**src/sv/rhh_pkg.sv**
```systemverilog
package rhh_pkg;

    // Command codes carried with each input item.
    typedef enum logic [1:0] {
        CMD_INSERT = 2'd0,
        CMD_LOOKUP = 2'd1,
        CMD_REMOVE = 2'd2,
        CMD_CLEAR  = 2'd3
    } cmd_t;

    // Result status codes.
    typedef enum logic [2:0] {
        RES_NEW       = 3'd0,
        RES_UPDATED   = 3'd1,
        RES_FOUND     = 3'd2,
        RES_NOT_FOUND = 3'd3,
        RES_REMOVED   = 3'd4,
        RES_FULL      = 3'd5,
        RES_CLEARED   = 3'd6
    } res_t;

    // Controller states.
    typedef enum logic [3:0] {
        ST_INIT,
        ST_IDLE,
        ST_HASH1,
        ST_HASH2,
        ST_HASH3,
        ST_MOD,
        ST_FIND,
        ST_PROBE,
        ST_PLACE,
        ST_SHIFT,
        ST_CLEAR,
        ST_RESP
    } state_t;

    // Slot index operations.
    typedef enum logic [1:0] {
        IDX_HOLD,
        IDX_HOME,
        IDX_NEXT,
        IDX_ZERO
    } idx_op_t;

    // Slot memory write operations.
    typedef enum logic [2:0] {
        WR_NONE,
        WR_CLEAR,
        WR_UPDATE,
        WR_TRAVEL,
        WR_SHIFT,
        WR_EMPTY
    } wr_op_t;

    // Travelling probe distance operations.
    typedef enum logic [1:0] {
        DIST_HOLD,
        DIST_ZERO,
        DIST_INC,
        DIST_QINC
    } dist_op_t;

    // Entry count operations.
    typedef enum logic [1:0] {
        CNT_HOLD,
        CNT_INC,
        CNT_DEC,
        CNT_ZERO
    } cnt_op_t;

    // Commands from the controller to the datapath.
    typedef struct packed {
        logic     load_in;
        logic     hash1;
        logic     hash2;
        logic     hash3;
        logic     mod_step;
        idx_op_t  idx_op;
        wr_op_t   wr_op;
        logic     swap;
        logic     hole_load;
        dist_op_t dist_op;
        cnt_op_t  cnt_op;
        logic     step_clr;
        logic     step_inc;
        logic     set_res;
        res_t     res_code;
        logic     res_from_q;
        logic     load_out;
    } ctl_t;

    // Status from the datapath to the controller.
    typedef struct packed {
        cmd_t cmd;
        logic pow2;
        logic mod_last;
        logic hit;
        logic miss;
        logic empty;
        logic richer;
        logic shift_stop;
        logic sweep_last;
        logic room;
        logic out_busy;
    } sts_t;

    localparam logic [31:0] MIX_MULT = 32'h045d_9f3b;

    // One mixing round: arithmetic shift right by 16, xor with itself.
    function automatic logic [31:0] mix16(input logic [31:0] x);
        mix16 = {{16{x[31]}}, x[31:16]} ^ x;
    endfunction

endpackage

```
**src/sv/rhh_ctrl.sv**
```systemverilog
module rhh_ctrl
    import rhh_pkg::*;
(
    input  logic aclk,
    input  logic aresetn,
    input  logic s_tvalid,
    output logic s_tready,
    input  sts_t st,
    output ctl_t ctl
);

    state_t state_reg;
    state_t state_next;

    always_ff @(posedge aclk) begin
        if (!aresetn) begin
            state_reg <= ST_INIT;
        end else begin
            state_reg <= state_next;
        end
    end

    assign s_tready = (state_reg == ST_IDLE);

    // Next state.
    always_comb begin
        state_next = state_reg;
        unique case (state_reg)
            ST_INIT: begin
                if (st.sweep_last) state_next = ST_IDLE;
            end
            ST_IDLE: begin
                if (s_tvalid) state_next = ST_HASH1;
            end
            ST_HASH1: begin
                state_next = (st.cmd == CMD_CLEAR) ? ST_CLEAR : ST_HASH2;
            end
            ST_HASH2: state_next = ST_HASH3;
            ST_HASH3: state_next = st.pow2 ? ST_FIND : ST_MOD;
            ST_MOD: begin
                if (st.mod_last) state_next = ST_FIND;
            end
            ST_FIND: state_next = ST_PROBE;
            ST_PROBE: begin
                if (st.hit) begin
                    state_next = (st.cmd == CMD_REMOVE) ? ST_SHIFT : ST_RESP;
                end else if (st.miss) begin
                    state_next = (st.cmd == CMD_INSERT && st.room) ? ST_PLACE : ST_RESP;
                end
            end
            ST_PLACE: begin
                if (st.empty) state_next = ST_RESP;
            end
            ST_SHIFT: begin
                if (st.shift_stop) state_next = ST_RESP;
            end
            ST_CLEAR: begin
                if (st.sweep_last) state_next = ST_RESP;
            end
            ST_RESP: begin
                if (!st.out_busy) state_next = ST_IDLE;
            end
            default: state_next = ST_INIT;
        endcase
    end

    // Command outputs.
    always_comb begin
        ctl.load_in    = 1'b0;
        ctl.hash1      = 1'b0;
        ctl.hash2      = 1'b0;
        ctl.hash3      = 1'b0;
        ctl.mod_step   = 1'b0;
        ctl.idx_op     = IDX_HOLD;
        ctl.wr_op      = WR_NONE;
        ctl.swap       = 1'b0;
        ctl.hole_load  = 1'b0;
        ctl.dist_op    = DIST_HOLD;
        ctl.cnt_op     = CNT_HOLD;
        ctl.step_clr   = 1'b0;
        ctl.step_inc   = 1'b0;
        ctl.set_res    = 1'b0;
        ctl.res_code   = RES_NEW;
        ctl.res_from_q = 1'b0;
        ctl.load_out   = 1'b0;
        unique case (state_reg)
            ST_INIT, ST_CLEAR: begin
                ctl.wr_op  = WR_CLEAR;
                ctl.idx_op = IDX_NEXT;
                if (st.sweep_last) begin
                    ctl.cnt_op = CNT_ZERO;
                    if (state_reg == ST_CLEAR) begin
                        ctl.set_res  = 1'b1;
                        ctl.res_code = RES_CLEARED;
                    end
                end
            end
            ST_IDLE: begin
                ctl.load_in = s_tvalid;
            end
            ST_HASH1: begin
                ctl.hash1  = 1'b1;
                ctl.idx_op = IDX_ZERO;
            end
            ST_HASH2: ctl.hash2 = 1'b1;
            ST_HASH3: ctl.hash3 = 1'b1;
            ST_MOD:   ctl.mod_step = 1'b1;
            ST_FIND: begin
                ctl.idx_op  = IDX_HOME;
                ctl.dist_op = DIST_ZERO;
            end
            ST_PROBE: begin
                if (st.hit) begin
                    ctl.set_res    = 1'b1;
                    ctl.res_from_q = 1'b1;
                    unique case (st.cmd)
                        CMD_INSERT: begin
                            ctl.res_code = RES_UPDATED;
                            ctl.wr_op    = WR_UPDATE;
                        end
                        CMD_REMOVE: begin
                            ctl.res_code  = RES_REMOVED;
                            ctl.hole_load = 1'b1;
                            ctl.idx_op    = IDX_NEXT;
                            ctl.step_clr  = 1'b1;
                        end
                        default: ctl.res_code = RES_FOUND;
                    endcase
                end else if (st.miss) begin
                    if (st.cmd == CMD_INSERT) begin
                        if (!st.room) begin
                            ctl.set_res  = 1'b1;
                            ctl.res_code = RES_FULL;
                        end
                    end else begin
                        ctl.set_res  = 1'b1;
                        ctl.res_code = RES_NOT_FOUND;
                    end
                end else begin
                    ctl.idx_op  = IDX_NEXT;
                    ctl.dist_op = DIST_INC;
                end
            end
            ST_PLACE: begin
                if (st.empty) begin
                    ctl.wr_op    = WR_TRAVEL;
                    ctl.cnt_op   = CNT_INC;
                    ctl.set_res  = 1'b1;
                    ctl.res_code = RES_NEW;
                end else if (st.richer) begin
                    ctl.wr_op   = WR_TRAVEL;
                    ctl.swap    = 1'b1;
                    ctl.dist_op = DIST_QINC;
                    ctl.idx_op  = IDX_NEXT;
                end else begin
                    ctl.dist_op = DIST_INC;
                    ctl.idx_op  = IDX_NEXT;
                end
            end
            ST_SHIFT: begin
                if (st.shift_stop) begin
                    ctl.wr_op  = WR_EMPTY;
                    ctl.cnt_op = CNT_DEC;
                end else begin
                    ctl.wr_op     = WR_SHIFT;
                    ctl.hole_load = 1'b1;
                    ctl.idx_op    = IDX_NEXT;
                    ctl.step_inc  = 1'b1;
                end
            end
            ST_RESP: begin
                ctl.load_out = !st.out_busy;
            end
            default: ;
        endcase
    end

    // A hit on lookup always goes straight to the result.
    a_lookup_hit: assert property (@(posedge aclk) disable iff (!aresetn)
        (state_reg == ST_PROBE && st.hit && st.cmd == CMD_LOOKUP) |=> state_reg == ST_RESP)
        else $error("lookup hit did not move to response");

    // The clearing pass ends only on the last slot.
    a_sweep_end: assert property (@(posedge aclk) disable iff (!aresetn)
        (state_reg == ST_CLEAR && !st.sweep_last) |=> state_reg == ST_CLEAR)
        else $error("clearing pass ended early");

    // No item is taken while a result is still being produced.
    a_no_accept: assert property (@(posedge aclk) disable iff (!aresetn)
        (state_reg == ST_RESP && st.out_busy) |=> !s_tready)
        else $error("item taken while result pending");

endmodule

```
**config.mk**
```make
export PLATFORM = sky130hd
export DESIGN_NAME = rhh_ctrl
export DESIGN_NICKNAME = d
export VERILOG_FILES = /design/src/sv/rhh_pkg.sv /design/src/sv/rhh_ctrl.sv
export SDC_FILE = /design/constraint.sdc
export NUM_CORES = 1
export LEC_CHECK = 0
export BUFFER_PORTS_ARGS = -buffer_cell sky130_fd_sc_hd__buf_2
export CORE_MARGIN = 1.5
export CORE_UTILIZATION = 35
export DETAILED_ROUTE_END_ITERATION = 16
export SLEW_MARGIN = 20
export SYNTH_ARGS = -nofsm -noshare
export SYNTH_HDL_FRONTEND = slang
export SYNTH_SLANG_ARGS = --single-unit
```
**constraint.sdc**
```tcl
create_clock -name aclk -period 2.4 [get_ports aclk]
set_input_delay 0.48 -clock aclk [delete_from_list [all_inputs] [get_ports aclk]]
set_output_delay 0.48 -clock aclk [all_outputs]
set_load 0.01 [all_outputs]
```
-- Yosys cells after proc, flatten, opt, wreduce, memory -nomap -nowiden
Index checks and enable logic that the tools add are counted.
- eq/ne operators: 21
- mux-type cells: 59
- reduce and logical (&&, ||, !) cells: 6
- operator list (kind ; count):
    $mux 4 ; 17
    $pmux 4 s12 ; 1
    $mux 2 ; 14
    $mux 1 ; 18
    $eq 4x3->1 const B ; 4
    $eq 4x4->1 const B ; 4
    $ne 2x2->1 const B ; 7
    $pmux 2 s3 ; 2
    $pmux 2 s6 ; 1
    $pmux 3 s4 ; 1
    $pmux 4 s3 ; 1
    $eq 4x2->1 const B ; 2
    $reduce_and 8->1 ; 1
    $mux 3 ; 2
    $pmux 3 s2 ; 1
    $eq 2x2->1 const B ; 2
    $eq 4x1->1 const B ; 1
    $logic_not 4->1 ; 1
    $ne 3x3->1 const B ; 1
    $logic_not 2->1 ; 1
    $pmux 1 s2 ; 1
    $reduce_or 2->1 ; 1
    $logic_and 1x1->1 ; 1
    $logic_not 1->1 ; 1
- input port bits: 15
- word-level logic and storage cells: 87
- output and inout port bits: 25
- register bits after elaboration: 4

-- Longest topological paths before layout
- word-level depth: 6
- depth in mapped cells: 6
- gate-level depth less buffers: 4

-- Worst setup path after synthesis
Ideal clock, no wire load.
- path kind: reg-to-output
- start point: register state_reg[3]
- end point: output ctl[8] in the netlist's numbering
- required time: 1920 ps
- data arrival time: 1651 ps
- stages on the path, launching flop included: 6
- slack: 269 ps
- buffers on the path: 3
- path through: dfxtp_1 buf_6 buf_2 clkbuf_1 a211oi_1 a2111oi_0
- RTL lines (element ; RTL line ; source):
    start, declared ; rhh_ctrl.sv:12 ; state_t state_reg;
    start signal, assigned ; rhh_ctrl.sv:19 ; state_reg <= state_next;
    end, declared ; rhh_ctrl.sv:9 ; output ctl_t ctl

==> summary.md <==
| Metric | Value |
|---|---|
| Final min period | `2.20 ns` |
| IO Pins | `40` |
| Core region area | `2170 µm²` |
| Core Rows | `17` |
| Antenna viol nets, final | `0` |
| Sw Share | `about half` |
| Synth Instances | `113` |
| FF/Latch Area | `roughly 84 µm²` |
| Synth Flop Type | `dfxtp_1` |
| Pwr/cell area | `659 nW/µm²` |
| Root buf cell | `clkbuf_4` |
| Combinational Power Share | `approximately 67%` |
| Vias per cell | `roughly 5.4` |
| Static leakage | `0.519 nW` |
| First-pass GRT wire length | `3.77 mm` |
| Switching pwr | `0.324 mW` |
| Clock transition at path regs | `approximately 0.040 ns` |
| Final worst slack | `roughly 0.20 ns` |
| Worst hold margin | `0.537 ns` |
| Largest net degree at the start of global routing | `19` |
| Endpoints failing hold | `0` |
| FILL cells | `around 250` |
| Hold crit path type | `input port to flip-flop` |
| Arrival time at the worst endpoint | `1.72 ns` |
| Status | `complete, no violations` |
| Setup TNS | `0 ns` |
| Number of synthesized flops with an enable pin | `0` |
| Clk network pwr share | `12.0%` |
| Crit-path max FO | `12` |
| Max rail drop VDD | `between 0.4 and 0.5 mV` |
| Chip Width | `50.5 µm` |
| Die Y | `50.5 µm` |
| Port-buffer cells | `39` |
| DR pass1 iterations | `4` |
| Post-placement setup slack | `0.366 ns` |
| Placed cells | `between 150 and 200` |
| Post-Syn Nets | `128` |
| Initial antenna violation count | `0` |
| Finished Layout Cells | `176` |
| Multi-input logic area | `624 µm²` |
| RSZ-0062 raised after global routing | `false` |
| Final Util | `46.9%` |
| Htree depth | `1` |
| Layout Cell Area excl Fill | `1020 µm²` |
| Nets@finish | `165` |
| Total Routed Length | `2.32 mm` |
| Pins Over Slew Limit | `0` |
| #FFs+latches synth | `4` |
| Final setup fails | `0` |
| Cell variety after synth | `46` |
| Most frequent cells in the layout | `buf_2 (39), nand2_1 (11), nor3_1 (8)` |
| Hpwl dp | `1.76 mm` |
| Initial Util | `36.4%` |
| Yosys Warn Count | `0` |
| Total CTS buffers | `3` |
| Int Pwr | `around 0.35 mW` |
| Worst Tran Pin Value | `0.465 ns` |
| Diodes inserted | `0` |
| Register area share after synthesis | `between 10% and 20%` |
| Post-synth ARST share | `0%` |
| Final Cycle Share | `91.6%` |
| Vias in the first global route | `824` |
| Clk_lat worst skew | `0.23 ns` |
| GRT Util Overall | `19.1%` |
| Sequential Power Share | `approximately a fifth` |
| Die area | `between 2000 and 3000 µm²` |
| Total power | `0.670 mW` |
| Max Cap Viol | `0` |
| Vias | `956` |
| Crit path required time | `1.92 ns` |
| WS Path Type | `flip-flop to output pin` |
| Layout cells sized above 1 | `37.2%` |
| Post-synthesis instance area | `791 µm²` |
| Max reg flops | `4` |
| CTS Buffer Depth | `2` |
| Starting DRT DRC Count | `20` |
| DRC Markers | `0` |
| Most common cell after layout, fill and taps aside | `buf_2` |
| Clk sinks | `4` |
| Slew margin rel. | `between 60 and 70%` |
| Routability Congestion | `0.825` |
| Area growth syn-to-layout | `28.6%` |
| Placed cell areas | `between 900 and 1000 µm²` |
| TritonCTS clock tree | `built` |
| Max Clk Rate | `between 400 and 500 MHz` |
| WL per Instance | `13.2 µm` |
| Gr ovfl total | `0` |
| Type of origin of the critical path | `flip-flop` |
| Hold_buf cts | `0` |
| Worst setup EP type | `output pin` |
| Clk_skew | `0.000598 ns` |
| Mean Syn Cell Area | `7.00 µm²` |
layout make-up:
| type | instances | area share (%) |
|---|---|---|
| well taps | 28 | 3.44 |
| clock buffers | 3 | 2.21 |
| repair buffers | 44 | 22.9 |
| multi-input cells | 92 | 61.4 |
| flip-flops and latches | 4 | 8.24 |
| inverters | 5 | 1.85 |
final timing paths:
check / endpoint / slack (ns) / cells past startpoint / startpoint
worst max-delay path: ctl[10] / 0.20 / 4 / state_reg[1]
worst min-delay path: state_reg[2] / 0.54 / 2 / aresetn
worst max register to register: state_reg[1] / 0.53 / 5 / state_reg[1]
worst min register to register: state_reg[3] / 0.55 / 2 / state_reg[3]
worst max-delay path, stage by stage, from the launching register on:
cell     delay [ns]
dfxtp_2        0.39
or4b_4         0.61
nor3b_1        0.27
a21o_1         0.11
buf_2          0.12
cell families after synthesis:
group	share of synthesized area [%]
AOI/OAI and AO/OA	31.2
xor gates and xnor gates	2.22
buffers and inverters	10.9
DFF	10.1
muxes	3.80
and+or+nand+nor	41.8
cell usage after synthesis, types with 2 or more instances:
library cell / n / area share, %
nand2b_1: 3 / 2.4
nor4_1: 4 / 3.2
inv_1: 5 / 2.4
nor2_1: 7 / 3.3
nor3b_1: 4 / 3.8
mux2i_1: 3 / 3.8
o21ai_0: 5 / 3.2
nand3b_1: 2 / 1.9
o211ai_1: 2 / 1.9
buf_6: 2 / 2.8
buf_2: 3 / 1.9
dfxtp_1: 4 / 10
a211oi_1: 3 / 2.8
nor2b_1: 6 / 4.7
nand2_1: 11 / 5.2
nor3_1: 8 / 5.1
clkbuf_1: 5 / 2.4
o211a_1: 2 / 2.5
a21oi_1: 7 / 4.4
repair_timing:
item | CTS | global route
setup endpoints to repair | 0 | 4
resized for setup | 0 | 3
setup buffers | 0 | 0
metal layers:
layer / track usage [%] / up-vias / share of wire, %
li1: - / 495 / -
met1: 27.1 / 430 / 49
met2: 29.8 / 31 / 45
met3: 2.08 / 0 / 5.4
met4: 6.76 / 0 / 0
met5: 0 / - / 0
power by group through the flow:
stage,registers [mW],clock network (mW),logic (mW)
detailed placement,0.138,0,0.444
global route,0.149,0.0952,0.495
finish,0.142,0.0806,0.447
global placement,0.139,0,0.447
CTS,0.137,0.0858,0.446
floorplan,0.0983,0,0.359
Power figures use the tool's default switching activity.
